$ cat config.mk
export PLATFORM = sky130hd
export DESIGN_NAME = audio_peak_limiter_unit
export DESIGN_NICKNAME = d
export VERILOG_FILES = /design/src/hdl/apl_pkg.sv /design/src/hdl/audio_peak_limiter_unit.sv /design/src/hdl/apl_ctrl.sv /design/src/hdl/apl_dp.sv
export SDC_FILE = /design/constraint.sdc
export NUM_CORES = 2
export LEC_CHECK = 0
export BUFFER_PORTS_ARGS = -buffer_cell sky130_fd_sc_hd__buf_4
export CAP_MARGIN = 20
export CELL_PAD_IN_SITES_DETAIL_PLACEMENT = 1
export CELL_PAD_IN_SITES_GLOBAL_PLACEMENT = 1
export CORE_UTILIZATION = 45
export CTS_BUF_LIST = sky130_fd_sc_hd__clkbuf_4 sky130_fd_sc_hd__clkbuf_8 sky130_fd_sc_hd__clkbuf_16
export CTS_CLUSTER_SIZE = 28
export DETAILED_ROUTE_END_ITERATION = 12
export PLACE_DENSITY_LB_ADDON = 0.1
export SLEW_MARGIN = 10
export SYNTH_ARGS = -nofsm -noshare
export SYNTH_HDL_FRONTEND = slang
export SYNTH_HIERARCHICAL = 1
export SYNTH_SLANG_ARGS = --single-unit
$ cat constraint.sdc
create_clock -name aclk -period 19.7 [get_ports aclk]
set_input_delay 3.94 -clock aclk [delete_from_list [all_inputs] [get_ports aclk]]
set_output_delay 3.94 -clock aclk [all_outputs]
set_load 0.005 [all_outputs]
$ cat src/hdl/apl_pkg.sv
// shared types and constants of the peak limiter
`default_nettype none
package apl_pkg;

    localparam int NUM_LANES = 8;
    localparam int LANE_W    = 3;
    localparam logic [24:0] ONE_Q24 = 25'd16777216;

    // register reset values
    localparam logic        RST_ENABLE  = 1'b1;
    localparam logic [3:0]  RST_CHANS   = 4'd2;
    localparam logic [16:0] RST_CEILING = 17'd65536;
    localparam logic [23:0] RST_ATTACK  = 24'd16707456;
    localparam logic [23:0] RST_RELEASE = 24'd16773721;

    typedef enum logic [2:0] {
        REG_ENABLE  = 3'd0,
        REG_CHANS   = 3'd1,
        REG_CEILING = 3'd2,
        REG_ATTACK  = 3'd3,
        REG_RELEASE = 3'd4
    } reg_idx_t;

    typedef enum logic [0:0] {
        OP_PROCESS = 1'b0,
        OP_CLEAR   = 1'b1
    } op_t;

    typedef enum logic [3:0] {
        ST_IDLE, ST_DECIDE, ST_ENV_PREV, ST_ENV_TGT, ST_ENV_WR, ST_DIV_INIT, ST_DIV,
        ST_GAIN_PREV, ST_GAIN_TGT, ST_GAIN_WR, ST_LANE_MUL, ST_LANE_WR, ST_EMIT
    } state_t;

    typedef enum logic [2:0] {
        MUL_NONE, MUL_ENV_PREV, MUL_ENV_TGT, MUL_GAIN_PREV, MUL_GAIN_TGT, MUL_LANE
    } mul_sel_t;

    typedef struct packed {
        logic              load;
        logic              res_clear;
        logic              res_copy;
        mul_sel_t          mul_sel;
        logic              acc_load;
        logic              env_write;
        logic              gain_write;
        logic              state_clear;
        logic              div_init;
        logic              div_step;
        logic              lane_write;
        logic              emit;
        logic [LANE_W-1:0] lane;
    } cmd_t;

    typedef struct packed {
        logic op_clear;
        logic n_zero;
        logic bypass;
        logic env_gt_ceil;
        logic lane_last;
        logic out_free;
    } status_t;

endpackage
`default_nettype wire

$ cat src/hdl/audio_peak_limiter_unit.sv
// top level of the peak limiter: register port, sequencer and datapath
//
//  channel   direction   handshake                       payload
//  s_        in          s_valid / s_ready               operation, frame_len, sample_0..7
//  m_        out         m_valid / m_ready               out_0..7
//  apb       in          psel, penable, pwrite, pready   paddr, pwdata, prdata
//
// a limited frame of n lanes runs the envelope update, then the gain divide when the
// envelope exceeds the ceiling (one quotient bit per cycle in the divider), then the
// gain update and the lanes, which the shared multiplier serializes; a clear, empty
// or bypass frame skips these; one new item is taken per frame; the result waits in an
// output register, so the next item is taken while it is pending; reset is synchronous, active low
`default_nettype none
module audio_peak_limiter_unit (
    input  wire logic               aclk,
    input  wire logic               aresetn,
    input  wire logic               psel,
    input  wire logic               penable,
    input  wire logic               pwrite,
    input  wire logic [4:0]         paddr,
    input  wire logic [31:0]        pwdata,
    output logic [31:0]             prdata,
    output logic                    pready,
    input  wire logic               s_valid,
    output logic                    s_ready,
    input  wire logic               s_operation,
    input  wire logic [3:0]         s_frame_len,
    input  wire logic signed [15:0] s_sample_0,
    input  wire logic signed [15:0] s_sample_1,
    input  wire logic signed [15:0] s_sample_2,
    input  wire logic signed [15:0] s_sample_3,
    input  wire logic signed [15:0] s_sample_4,
    input  wire logic signed [15:0] s_sample_5,
    input  wire logic signed [15:0] s_sample_6,
    input  wire logic signed [15:0] s_sample_7,
    output logic                    m_valid,
    input  wire logic               m_ready,
    output logic signed [15:0]      m_out_0,
    output logic signed [15:0]      m_out_1,
    output logic signed [15:0]      m_out_2,
    output logic signed [15:0]      m_out_3,
    output logic signed [15:0]      m_out_4,
    output logic signed [15:0]      m_out_5,
    output logic signed [15:0]      m_out_6,
    output logic signed [15:0]      m_out_7
);

    logic               enable_reg;
    logic [3:0]         chans_reg;
    logic [16:0]        ceiling_reg;
    logic [23:0]        attack_reg;
    logic [23:0]        release_reg;
    logic               wr_en;
    apl_pkg::reg_idx_t  idx;
    apl_pkg::cmd_t      cmd;
    apl_pkg::status_t   status;
    logic signed [15:0] in_sample [apl_pkg::NUM_LANES];
    logic signed [15:0] out_sample [apl_pkg::NUM_LANES];

    assign pready = 1'b1;
    assign wr_en  = psel && penable && pwrite && pready;
    assign idx    = apl_pkg::reg_idx_t'(paddr[4:2]);

    // configuration registers
    always_ff @(posedge aclk) begin
        if (!aresetn) begin
            enable_reg  <= apl_pkg::RST_ENABLE;
            chans_reg   <= apl_pkg::RST_CHANS;
            ceiling_reg <= apl_pkg::RST_CEILING;
            attack_reg  <= apl_pkg::RST_ATTACK;
            release_reg <= apl_pkg::RST_RELEASE;
        end else if (wr_en) begin
            unique case (idx)
                apl_pkg::REG_ENABLE:  enable_reg  <= pwdata[0];
                apl_pkg::REG_CHANS:   chans_reg   <= pwdata[3:0];
                apl_pkg::REG_CEILING: ceiling_reg <= pwdata[16:0];
                apl_pkg::REG_ATTACK:  attack_reg  <= pwdata[23:0];
                apl_pkg::REG_RELEASE: release_reg <= pwdata[23:0];
                default: begin
                end
            endcase
        end
    end

    // register readback
    always_comb begin
        unique case (idx)
            apl_pkg::REG_ENABLE:  prdata = {31'b0, enable_reg};
            apl_pkg::REG_CHANS:   prdata = {28'b0, chans_reg};
            apl_pkg::REG_CEILING: prdata = {15'b0, ceiling_reg};
            apl_pkg::REG_ATTACK:  prdata = {8'b0, attack_reg};
            apl_pkg::REG_RELEASE: prdata = {8'b0, release_reg};
            default:              prdata = '0;
        endcase
    end

    // lane packing
    assign in_sample[0] = s_sample_0;
    assign in_sample[1] = s_sample_1;
    assign in_sample[2] = s_sample_2;
    assign in_sample[3] = s_sample_3;
    assign in_sample[4] = s_sample_4;
    assign in_sample[5] = s_sample_5;
    assign in_sample[6] = s_sample_6;
    assign in_sample[7] = s_sample_7;
    assign m_out_0 = out_sample[0];
    assign m_out_1 = out_sample[1];
    assign m_out_2 = out_sample[2];
    assign m_out_3 = out_sample[3];
    assign m_out_4 = out_sample[4];
    assign m_out_5 = out_sample[5];
    assign m_out_6 = out_sample[6];
    assign m_out_7 = out_sample[7];

    apl_ctrl u_ctrl (
        .aclk    (aclk),
        .aresetn (aresetn),
        .s_valid (s_valid),
        .s_ready (s_ready),
        .status  (status),
        .cmd     (cmd)
    );

    apl_dp u_dp (
        .aclk         (aclk),
        .aresetn      (aresetn),
        .cmd          (cmd),
        .status       (status),
        .cfg_enable   (enable_reg),
        .cfg_chans    (chans_reg),
        .cfg_ceiling  (ceiling_reg),
        .cfg_attack   (attack_reg),
        .cfg_release  (release_reg),
        .in_operation (s_operation),
        .in_frame_len (s_frame_len),
        .in_sample    (in_sample),
        .m_ready      (m_ready),
        .m_valid      (m_valid),
        .out_sample   (out_sample)
    );

endmodule
`default_nettype wire

$ cat src/hdl/apl_ctrl.sv
// sequencer of the peak limiter
`default_nettype none
module apl_ctrl (
    input  wire logic             aclk,
    input  wire logic             aresetn,
    input  wire logic             s_valid,
    output logic                  s_ready,
    input  wire apl_pkg::status_t status,
    output apl_pkg::cmd_t         cmd
);

    apl_pkg::state_t state_reg, state_next;
    logic [4:0]      cnt_reg, cnt_next;

    // state and counter registers
    always_ff @(posedge aclk) begin
        if (!aresetn) begin
            state_reg <= apl_pkg::ST_IDLE;
            cnt_reg   <= '0;
        end else begin
            state_reg <= state_next;
            cnt_reg   <= cnt_next;
        end
    end

    // next state and commands
    always_comb begin
        state_next  = state_reg;
        cnt_next    = cnt_reg;
        cmd         = '0;
        cmd.mul_sel = apl_pkg::MUL_NONE;
        cmd.lane    = cnt_reg[apl_pkg::LANE_W-1:0];
        s_ready     = 1'b0;
        unique case (state_reg)
            apl_pkg::ST_IDLE: begin
                s_ready = 1'b1;
                if (s_valid) begin
                    cmd.load   = 1'b1;
                    state_next = apl_pkg::ST_DECIDE;
                end
            end
            apl_pkg::ST_DECIDE: begin
                cmd.res_clear = 1'b1;
                if (status.op_clear) begin
                    cmd.state_clear = 1'b1;
                    state_next      = apl_pkg::ST_EMIT;
                end else if (status.n_zero) begin
                    state_next = apl_pkg::ST_EMIT;
                end else if (status.bypass) begin
                    cmd.res_copy = 1'b1;
                    state_next   = apl_pkg::ST_EMIT;
                end else begin
                    state_next = apl_pkg::ST_ENV_PREV;
                end
            end
            apl_pkg::ST_ENV_PREV: begin
                cmd.mul_sel = apl_pkg::MUL_ENV_PREV;
                state_next  = apl_pkg::ST_ENV_TGT;
            end
            apl_pkg::ST_ENV_TGT: begin
                cmd.mul_sel  = apl_pkg::MUL_ENV_TGT;
                cmd.acc_load = 1'b1;
                state_next   = apl_pkg::ST_ENV_WR;
            end
            apl_pkg::ST_ENV_WR: begin
                cmd.env_write = 1'b1;
                state_next    = apl_pkg::ST_DIV_INIT;
            end
            apl_pkg::ST_DIV_INIT: begin
                cmd.div_init = 1'b1;
                if (status.env_gt_ceil) begin
                    cnt_next   = 5'd23;
                    state_next = apl_pkg::ST_DIV;
                end else begin
                    state_next = apl_pkg::ST_GAIN_PREV;
                end
            end
            apl_pkg::ST_DIV: begin
                cmd.div_step = 1'b1;
                if (cnt_reg == '0) begin
                    state_next = apl_pkg::ST_GAIN_PREV;
                end else begin
                    cnt_next = cnt_reg - 5'd1;
                end
            end
            apl_pkg::ST_GAIN_PREV: begin
                cmd.mul_sel = apl_pkg::MUL_GAIN_PREV;
                state_next  = apl_pkg::ST_GAIN_TGT;
            end
            apl_pkg::ST_GAIN_TGT: begin
                cmd.mul_sel  = apl_pkg::MUL_GAIN_TGT;
                cmd.acc_load = 1'b1;
                state_next   = apl_pkg::ST_GAIN_WR;
            end
            apl_pkg::ST_GAIN_WR: begin
                cmd.gain_write = 1'b1;
                cnt_next       = '0;
                state_next     = apl_pkg::ST_LANE_MUL;
            end
            apl_pkg::ST_LANE_MUL: begin
                cmd.mul_sel = apl_pkg::MUL_LANE;
                state_next  = apl_pkg::ST_LANE_WR;
            end
            apl_pkg::ST_LANE_WR: begin
                cmd.lane_write = 1'b1;
                if (status.lane_last) begin
                    state_next = apl_pkg::ST_EMIT;
                end else begin
                    cnt_next   = cnt_reg + 5'd1;
                    state_next = apl_pkg::ST_LANE_MUL;
                end
            end
            apl_pkg::ST_EMIT: begin
                if (status.out_free) begin
                    cmd.emit   = 1'b1;
                    state_next = apl_pkg::ST_IDLE;
                end
            end
            default: begin
                state_next = apl_pkg::ST_IDLE;
            end
        endcase
    end

endmodule
`default_nettype wire

$ cat src/hdl/apl_dp.sv
// datapath of the peak limiter: envelope, gain, divider, lane scaling
`default_nettype none
module apl_dp (
    input  wire logic                aclk,
    input  wire logic                aresetn,
    input  wire apl_pkg::cmd_t       cmd,
    output apl_pkg::status_t         status,
    input  wire logic                cfg_enable,
    input  wire logic [3:0]          cfg_chans,
    input  wire logic [16:0]         cfg_ceiling,
    input  wire logic [23:0]         cfg_attack,
    input  wire logic [23:0]         cfg_release,
    input  wire logic                in_operation,
    input  wire logic [3:0]          in_frame_len,
    input  wire logic signed [15:0]  in_sample [apl_pkg::NUM_LANES],
    input  wire logic                m_ready,
    output logic                     m_valid,
    output logic signed [15:0]       out_sample [apl_pkg::NUM_LANES]
);

    logic              op_reg;
    logic [3:0]        n_reg;
    logic signed [15:0] smp_reg [apl_pkg::NUM_LANES];
    logic [24:0]       peak_reg;
    logic [25:0]       env_reg;
    logic [25:0]       gain_reg;
    logic [50:0]       prod_reg;
    logic [50:0]       acc_reg;
    logic [25:0]       rem_reg;
    logic [24:0]       target_reg;
    logic signed [15:0] res_reg [apl_pkg::NUM_LANES];
    logic signed [15:0] out_reg [apl_pkg::NUM_LANES];
    logic              m_valid_reg;

    logic [3:0]        chans;
    logic [3:0]        n_next;
    logic [24:0]       peak_next;
    logic [24:0]       ceil24;
    logic [23:0]       env_coef;
    logic [23:0]       gain_coef;
    logic [24:0]       mul_a;
    logic [25:0]       mul_b;
    logic [51:0]       blend_sum;
    logic [25:0]       blend_val;
    logic [26:0]       rem_shift;
    logic [26:0]       rem_diff;
    logic [26:0]       lane_mag;
    logic [26:0]       lane_clip;
    logic [15:0]       lane_limit;
    logic [16:0]       lane_cap;
    logic signed [15:0] lane_res;
    logic              lane_neg;

    function automatic logic [16:0] mag_of(input logic signed [15:0] x);
        logic signed [16:0] e;
        e = {x[15], x};
        return x[15] ? 17'(-e) : 17'(e);
    endfunction

    // effective frame length
    always_comb begin
        if (cfg_chans == 4'd0) begin
            chans = 4'd1;
        end else if (cfg_chans > 4'(apl_pkg::NUM_LANES)) begin
            chans = 4'(apl_pkg::NUM_LANES);
        end else begin
            chans = cfg_chans;
        end
        n_next = (in_frame_len > chans) ? chans : in_frame_len;
    end

    // frame peak over valid lanes, magnitude in Q1.24
    always_comb begin
        peak_next = '0;
        for (int i = 0; i < apl_pkg::NUM_LANES; i++) begin
            if (4'(i) < n_reg && (25'(mag_of(smp_reg[i])) << 9) > peak_next) begin
                peak_next = 25'(mag_of(smp_reg[i])) << 9;
            end
        end
    end

    // coefficient choice and multiplier operands
    assign ceil24    = {cfg_ceiling, 8'b0};
    assign env_coef  = ({1'b0, peak_reg} > env_reg) ? cfg_attack : cfg_release;
    assign gain_coef = ({1'b0, target_reg} < gain_reg) ? cfg_attack : cfg_release;

    always_comb begin
        mul_a = '0;
        mul_b = '0;
        unique case (cmd.mul_sel)
            apl_pkg::MUL_ENV_PREV: begin
                mul_a = {1'b0, env_coef};
                mul_b = env_reg;
            end
            apl_pkg::MUL_ENV_TGT: begin
                mul_a = apl_pkg::ONE_Q24 - {1'b0, env_coef};
                mul_b = {1'b0, peak_reg};
            end
            apl_pkg::MUL_GAIN_PREV: begin
                mul_a = {1'b0, gain_coef};
                mul_b = gain_reg;
            end
            apl_pkg::MUL_GAIN_TGT: begin
                mul_a = apl_pkg::ONE_Q24 - {1'b0, gain_coef};
                mul_b = {1'b0, target_reg};
            end
            apl_pkg::MUL_LANE: begin
                mul_a = {8'b0, mag_of(smp_reg[cmd.lane])};
                mul_b = gain_reg;
            end
            default: begin
                mul_a = '0;
                mul_b = '0;
            end
        endcase
    end

    // one-pole blend of the two registered products
    assign blend_sum = {1'b0, acc_reg} + {1'b0, prod_reg};
    assign blend_val = blend_sum[49:24];

    // restoring divide step
    assign rem_shift = {rem_reg, 1'b0};
    assign rem_diff  = rem_shift - {1'b0, env_reg};

    // lane scaling, clip to ceiling, saturate
    always_comb begin
        lane_neg   = smp_reg[cmd.lane][15];
        lane_mag   = prod_reg[50:24];
        lane_limit = cfg_ceiling[16:1];
        lane_clip  = (lane_mag > {11'b0, lane_limit}) ? {11'b0, lane_limit} : lane_mag;
        if (lane_neg) begin
            lane_cap = (lane_clip > 27'd32768) ? 17'd32768 : lane_clip[16:0];
            lane_res = 16'(17'h10000 - lane_cap);
        end else begin
            lane_cap = (lane_clip > 27'd32767) ? 17'd32767 : lane_clip[16:0];
            lane_res = lane_cap[15:0];
        end
    end

    // item capture and working registers
    always_ff @(posedge aclk) begin
        if (cmd.load) begin
            op_reg  <= in_operation;
            n_reg   <= n_next;
            smp_reg <= in_sample;
        end
        peak_reg <= peak_next;
        if (cmd.mul_sel != apl_pkg::MUL_NONE) begin
            prod_reg <= mul_a * mul_b;
        end
        if (cmd.acc_load) begin
            acc_reg <= prod_reg;
        end
        if (cmd.div_init) begin
            rem_reg    <= {1'b0, ceil24};
            target_reg <= status.env_gt_ceil ? '0 : apl_pkg::ONE_Q24;
        end else if (cmd.div_step) begin
            if (!rem_diff[26]) begin
                rem_reg    <= rem_diff[25:0];
                target_reg <= {target_reg[23:0], 1'b1};
            end else begin
                rem_reg    <= rem_shift[25:0];
                target_reg <= {target_reg[23:0], 1'b0};
            end
        end
        for (int i = 0; i < apl_pkg::NUM_LANES; i++) begin
            if (cmd.res_clear) begin
                res_reg[i] <= (cmd.res_copy && 4'(i) < n_reg) ? smp_reg[i] : '0;
            end else if (cmd.lane_write && cmd.lane == apl_pkg::LANE_W'(i)) begin
                res_reg[i] <= lane_res;
            end
        end
        if (cmd.emit) begin
            out_reg <= res_reg;
        end
    end

    // limiter state
    always_ff @(posedge aclk) begin
        if (!aresetn) begin
            env_reg  <= '0;
            gain_reg <= {1'b0, apl_pkg::ONE_Q24};
        end else if (cmd.state_clear) begin
            env_reg  <= '0;
            gain_reg <= {1'b0, apl_pkg::ONE_Q24};
        end else begin
            if (cmd.env_write) begin
                env_reg <= blend_val;
            end
            if (cmd.gain_write) begin
                gain_reg <= blend_val;
            end
        end
    end

    // output item register
    always_ff @(posedge aclk) begin
        if (!aresetn) begin
            m_valid_reg <= 1'b0;
        end else if (cmd.emit) begin
            m_valid_reg <= 1'b1;
        end else if (m_ready) begin
            m_valid_reg <= 1'b0;
        end
    end

    // status to sequencer
    always_comb begin
        status.op_clear    = (op_reg == apl_pkg::OP_CLEAR);
        status.n_zero      = (n_reg == 4'd0);
        status.bypass      = !cfg_enable;
        status.env_gt_ceil = (env_reg > {1'b0, ceil24});
        status.lane_last   = ({1'b0, cmd.lane} + 4'd1 == n_reg);
        status.out_free    = !m_valid_reg || m_ready;
    end

    assign m_valid    = m_valid_reg;
    assign out_sample = out_reg;

endmodule
`default_nettype wire

### Word level (Yosys, flattened, before mapping)

Index checks and enable logic that the tools add are counted.

* output and inout bits: 163
* register bits after elaboration: 698
* logic and storage cells: 275
* input bits: 177

* multipliers: 1
* magnitude comparators: 25
* mux-type cells: 96
* reduce and logical (&&, ||, !) cells: 56
* add/sub/neg operators: 17
* bitwise gates (word level): 2
* equal/unequal tests: 35

Operators by type and width (count)
* two-way mux 16 bit: 37
* two-way mux 25 bit: 13
* > comparator 25 bit: 7
* negation 16 bit: 8
* case mux 25 bit (5 select lines): 1
* case mux 24 bit (5 select lines): 1
* case mux 26 bit (4 select lines): 1
* case mux 4 bit (13 select lines): 1
* multiplier 25 x 26 -> 51 bit: 1
* adder 50 bit: 1
* subtractor 25 x 24 -> 25 bit, first input constant: 2
* binary-select mux 16 bit (select 3 bit): 1
* two-way mux 24 bit: 2
* two-way mux 4 bit: 9
* > comparator 27 x 15 -> 1 bit, second input constant: 1
* > comparator 27 x 16 -> 1 bit: 1
* > comparator 27 x 16 -> 1 bit, second input constant: 1
* two-way mux 27 bit: 1
* subtractor 27 x 26 -> 27 bit: 1
* > comparator 25 x 26 -> 1 bit: 1
* > comparator 26 x 25 -> 1 bit: 1
* logical AND 1 bit: 26
* < comparator 25 x 26 -> 1 bit: 1
* two-way mux 26 bit: 1
* 43 further kinds: 112

### Logic depth before layout (Yosys ltp)

* depth after elaboration: 26
* mapped depth: 96
* gate-level depth less buffers: 84

### Hierarchy

Netlist, hierarchy kept.

Modules (own cells, without submodules)
* apl_dp: sequential area each 17536.8 um2, area an instance 59270.6 um2, instances 1, cells each 6128
* audio_peak_limiter_unit: sequential area each 1401.3 um2, area an instance 3271.9 um2, instances 1, cells each 371
* apl_ctrl: sequential area each 180.2 um2, area an instance 878.3 um2, instances 1, cells each 118

### Least setup slack after synthesis

OpenSTA, ideal clock, no wires.

* kind: register to register
* start: register u_dp/smp_reg[116] (netlist bit)
* end: register u_dp.peak_reg[17]
* data arrival time: 17.036 ns
* period minus slack after synthesis: 17.150 ns
* library setup time: 0.114 ns
* cell stages (with the launch flop): 93
* slack: 2.550 ns
* path buffers: 12
* required time: 19.586 ns
* cell sequence: edfxtp_1 clkbuf_1 or4_1 or4_1 o21a_1 o32ai_1 nand4_1 and2_1 nand2_1 ha_1 nand3_1 nor4_1 a21boi_1 o31a_1 buf_2 buf_1 nand2_1 o21ai_0 [57 not listed] a31oi_1 clkbuf_1 o211ai_1 inv_1 a31o_2 ha_1 nor2b_1 o21a_1 o21a_1 o21a_1 o21a_1 o21a_1 o21ai_0 a31oi_1 clkbuf_1 nand2_1 o21ai_0 a21o_1

* word-level cells in the longest chain between the ends: 26

RTL lines
* start: declaration: RTL line apl_dp.sv:23 `logic signed [15:0] smp_reg [apl_pkg::NUM_LANES];`
* start signal: assignment: RTL line apl_dp.sv:146 `smp_reg <= in_sample;`
* negation 16 bit: RTL line apl_dp.sv:57 `return x[15] ? 17'(-e) : 17'(e);`
* two-way mux 16 bit *: RTL line apl_dp.sv:57
* > comparator 25 x 1 -> 1 bit: RTL line apl_dp.sv:76 `if (4'(i) < n_reg && (25'(mag_of(smp_reg[i])) << 9) > peak_next) begin`
* logical AND 1 bit: RTL line apl_dp.sv:76
* two-way mux 25 bit *: RTL line apl_dp.sv:76
* > comparator 25 bit: RTL line apl_dp.sv:76
* logical AND 1 bit: RTL line apl_dp.sv:76
* two-way mux 25 bit *: RTL line apl_dp.sv:76
* [11 not listed]
* two-way mux 25 bit *: RTL line apl_dp.sv:76
* > comparator 25 bit: RTL line apl_dp.sv:76
* logical AND 1 bit: RTL line apl_dp.sv:76
* two-way mux 25 bit *: RTL line apl_dp.sv:76
* > comparator 25 bit: RTL line apl_dp.sv:76
* logical AND 1 bit: RTL line apl_dp.sv:76
* two-way mux 25 bit *: RTL line apl_dp.sv:76
* named net u_dp.peak_next[17]: RTL line apl_dp.sv:37 `logic [24:0] peak_next;`
* end signal: assignment: RTL line apl_dp.sv:148 `peak_reg <= peak_next;`
* end: declaration: RTL line apl_dp.sv:24 `logic [24:0] peak_reg;`

The timed path passes the listed nets; every way through them passes the cells marked *.
A chain may end at the register's enable or synchronous reset.

### Final worst setup path

* start: register u_dp/smp_reg[116] (netlist bit)
* end: register u_dp.peak_reg[18]

Same word-level chain as after synthesis.

==> results.rst <==
.. list-table::
   :header-rows: 1

   * - Metric
     - Value
   * - Die X
     - roughly 380 µm
   * - Routed via count divided by cell count
     - slightly above 6
   * - Antenna violation net count after detailed routing
     - 0
   * - Buffers & Inverters on Critical Path
     - 9
   * - Synthesis Warnings
     - 6
   * - WS Path Type
     - reg2reg
   * - Initial Utilization
     - 0.4540
   * - Most area-consuming cells after synthesis
     - sky130_fd_sc_hd__edfxtp_1 (25%), sky130_fd_sc_hd__fa_1 (17%), sky130_fd_sc_hd__ha_1 (9.1%), sky130_fd_sc_hd__nand2_1 (5.1%), sky130_fd_sc_hd__dfxtp_1 (5.0%)
   * - Hpwl dp
     - between 150,000 and 200,000 µm
   * - Count of final hold-check violations
     - 0
   * - Post-layout min period
     - 18.53 ns
   * - Initial antenna violation count
     - 13
   * - Number of primary I/O pins
     - 340
   * - Number of global-route vias before repair
     - 54,200
   * - Routed via count
     - approximately 53,000
   * - Critical path endpoint category
     - register
   * - Maximum operating frequency
     - around 0.054 GHz
   * - Pin count of the biggest net entering global routing
     - about 80
   * - Post-placement cell area
     - approximately 68,000 µm²
   * - Compound-cell area share of the yosys netlist
     - 0.1435
   * - DRT Pass-1 Iters
     - 6
   * - Max-cap violation count
     - 0
   * - Average detailed-routed wire length per instance
     - between 20 and 30 µm
   * - Max IR drop VDD
     - around 200 µV
   * - Clock tree from TritonCTS
     - yes
   * - Final-layout fill cell count
     - around 16,000
   * - Area enclosed by the die boundary
     - roughly 140,000 µm²
   * - Overall global routing resource usage
     - 0.3535
   * - Sequential fraction of the synthesis area
     - 0.3015
   * - Avg Cell Area, Syn
     - 9.585 µm²
   * - Final weighted congestion of routability-driven global placement
     - approximately 0.96
   * - Placeable core region
     - ~140,000 µm²
   * - Number of flops mapped to enable cells by yosys
     - between 500 and 600
   * - Static power due to leakage
     - 0.03101 µW
   * - CP Data Required Time
     - 20.34 ns
   * - Count of standard-cell rows
     - 137
   * - Share of Yosys cell area claimed by the top area cell type
     - 0.2519
   * - Clock sink count
     - between 600 and 700
   * - Final setup skew
     - roughly 0.041 ns
   * - Area growth from synthesis to layout
     - 12.35%
   * - Dominant combinational cell family by area after synthesis
     - adder cells
   * - Final count of pins violating max slew
     - 0
   * - Power density over the cells
     - about 150 nW/µm²
   * - First DRT Iteration DRCs
     - just under 5,000
   * - Top delay family on crit path
     - compound AO/OA/AOI/OAI gates
   * - Worst-Margin Slew
     - 1.177 ns
   * - Commonest cells after routing, fill and taps aside
     - sky130_fd_sc_hd__nand2_1 (851), sky130_fd_sc_hd__inv_1 (789), sky130_fd_sc_hd__fa_1 (550), sky130_fd_sc_hd__edfxtp_1 (532), sky130_fd_sc_hd__buf_4 (498)
   * - Library cell with the largest summed area after synthesis
     - sky130_fd_sc_hd__edfxtp_1
   * - Post-synthesis mux area share
     - 0.04143
   * - Routed Wire Length
     - 252,400 µm
   * - Biggest cell delay along the critical path
     - 0.71 ns
   * - Register clock-pin slew on the reported worst setup and hold paths
     - approximately 0.06 ns
   * - Clock insertion delay at the later pin of the skew report
     - about 0.71 ns
   * - Wire length of the first global-routing pass
     - between 300,000 and 400,000 µm
   * - Most common cell on crit path
     - sky130_fd_sc_hd__o21ai_0
   * - End-of-flow core utilization
     - 0.5100
   * - Setup Total Neg Slack
     - 0 ns
   * - Number of nets in the finished design
     - around 8,000
   * - Maximum level of the CTS H-tree
     - 3
   * - Cell area after layout
     - just over 70,000 µm²
   * - CTS Hold Bufs
     - 0
   * - Adder and majority gate portion of the synthesized area
     - 0.2651
   * - Synth Register Bits
     - ~690
   * - Setup crit start kind
     - register
   * - Share of post-route cells with drive strength above 1
     - 0.1220
   * - Share of the clock period used by the worst path after layout
     - 0.9406
   * - Total clock buffers created by CTS
     - roughly 80
   * - Crit path arrival time
     - about 19 ns
   * - Count of cell types in the netlist
     - roughly 100
   * - Most frequent standard cell in the layout excluding fill and tap cells
     - sky130_fd_sc_hd__nand2_1
   * - HP Class
     - reg2reg
   * - Drt drc
     - 0
   * - Number of endpoints failing setup at the final stage
     - 0
   * - Status
     - finished, final reports clean
   * - Max_slew headroom
     - 0.2153
   * - Area of the mapped netlist
     - between 60,000 and 70,000 µm²
   * - CTS Buffer Depth
     - 3
   * - Primary FF master, synth
     - sky130_fd_sc_hd__edfxtp_1
   * - Post-synthesis cell count
     - approximately 6,600
   * - Maximum net fanout on the critical path
     - 23
   * - Cell chosen for the clock root
     - sky130_fd_sc_hd__clkbuf_16
   * - Unrepaired setup endpoints after global routing
     - no
   * - Parity-gate share of the synthesized area counting xor and xnor cells
     - 0.03204
   * - Fraction of registers with async set/reset
     - 0
   * - Remaining global-route overflow
     - 0
   * - Post-Synth Simple-Gate Area
     - 0.1471
   * - Die outline height
     - 377.4 µm
   * - Library cell contributing the largest single delay on the critical path
     - sky130_fd_sc_hd__o21ai_0
   * - Quantity of I/O buffers inserted on ports
     - 320
kinds of logic (layout without fill, tap and decap cells):
logic type | Yosys count | after routing
mux | 219 | 219
buf+inv | 1138 | 1440
flops | 689 | 689
other cells | 3 | 12
fa+ha+maj | 1014 | 1014
simple gates | 2003 | 2003
compound gates | 1319 | 1319
xor+xnor | 232 | 232
routing by layer:
layer	global-route usage	vias to the layer above	wire length, µm
li1	-	23360	-
met1	0.4829	27530	107600
met2	0.5668	1965	116500
met3	0.05399	407	17780
met4	0.1292	6	10440
met5	0	-	42
power by group:
part / switching [µW] / internal, µW / total (µW)
registers: 274 / 1920 / 2190
logic: 4270 / 2660 / 6920
clock network: 662 / 848 / 1510
total: 5200 / 5420 / 10600
repair_timing:
| item | 4_1_cts | 5_1_grt |
|---|---|---|
| endpoints found under the setup margin | 0 | 16 |
| gates resized for setup | 0 | 22 |
| endpoints found under the hold margin | 0 | 0 |
| buffers inserted | 0 | 3 |
path summary, 6_finish.rpt:
| check | from | endpoint | slack, ns | cells after the start |
|---|---|---|---|---|
| max | u_dp/smp_reg[116]$_DFFE_PP_ | u_dp/peak_reg[18]$_DFF_P_ | 1.17 | 79 |
| min reg2reg | u_dp/res_reg[106]$_DFFE_PP_ | u_dp/out_sample[106]$_DFFE_PP_ | 0.41 | 0 |
| max reg2reg | u_dp/smp_reg[116]$_DFFE_PP_ | u_dp/peak_reg[18]$_DFF_P_ | 1.17 | 79 |
| min | u_dp/res_reg[106]$_DFFE_PP_ | u_dp/out_sample[106]$_DFFE_PP_ | 0.41 | 0 |
stage by stage:
| stage | setup WS (ns) | power (µW) | hold WS [ns] | instances |
|---|---|---|---|---|
| 2_1_floorplan | 2.550 | 6217 | 0.4003 | 6624 |
| 3_3_place_gp | 0.6586 | 8801 | 0.4016 | 8649 |
| 3_5_place_dp | 0.5811 | 8931 | 0.4056 | 8650 |
| 4_1_cts | 0.4901 | 10490 | 0.4071 | 8797 |
| 5_1_grt | 0.07375 | 11260 | 0.4175 | 8803 |
| 6_report | 1.170 | 10630 | 0.4111 | 8804 |
cells in the mapped netlist, types with 52 or more instances:
library cell               count
sky130_fd_sc_hd__nand3_1      97
sky130_fd_sc_hd__o21ai_0     284
sky130_fd_sc_hd__ha_1        463
sky130_fd_sc_hd__and2_1       92
sky130_fd_sc_hd__nor3_1      164
sky130_fd_sc_hd__nand2_1     854
sky130_fd_sc_hd__dfxtp_1     157
sky130_fd_sc_hd__a211oi_1     61
sky130_fd_sc_hd__fa_1        550
sky130_fd_sc_hd__nor2b_1      92
sky130_fd_sc_hd__inv_1       789
sky130_fd_sc_hd__xnor2_1     161
sky130_fd_sc_hd__a21o_1      190
sky130_fd_sc_hd__clkbuf_1    266
sky130_fd_sc_hd__edfxtp_1    532
sky130_fd_sc_hd__nor2_1      365
sky130_fd_sc_hd__mux2i_1     159
sky130_fd_sc_hd__nand2b_1     56
sky130_fd_sc_hd__a21oi_1     217
sky130_fd_sc_hd__o21a_1       52
sky130_fd_sc_hd__xor2_1       71
cell type report:
type	count	area, µm²	share of cell area
Clock inverter	38	421.7	0.005918
Antenna cell	2	5.005	0.00007024
Multi-Input combinational cell	4797	40320	0.5659
Clock buffer	109	2263	0.03177
Tap cell	1876	2347	0.03294
Inverter	791	2969	0.04167
Timing Repair Buffer	502	3802	0.05337
Sequential cell	689	19120	0.2684
Power figures use the tool's default switching activity.
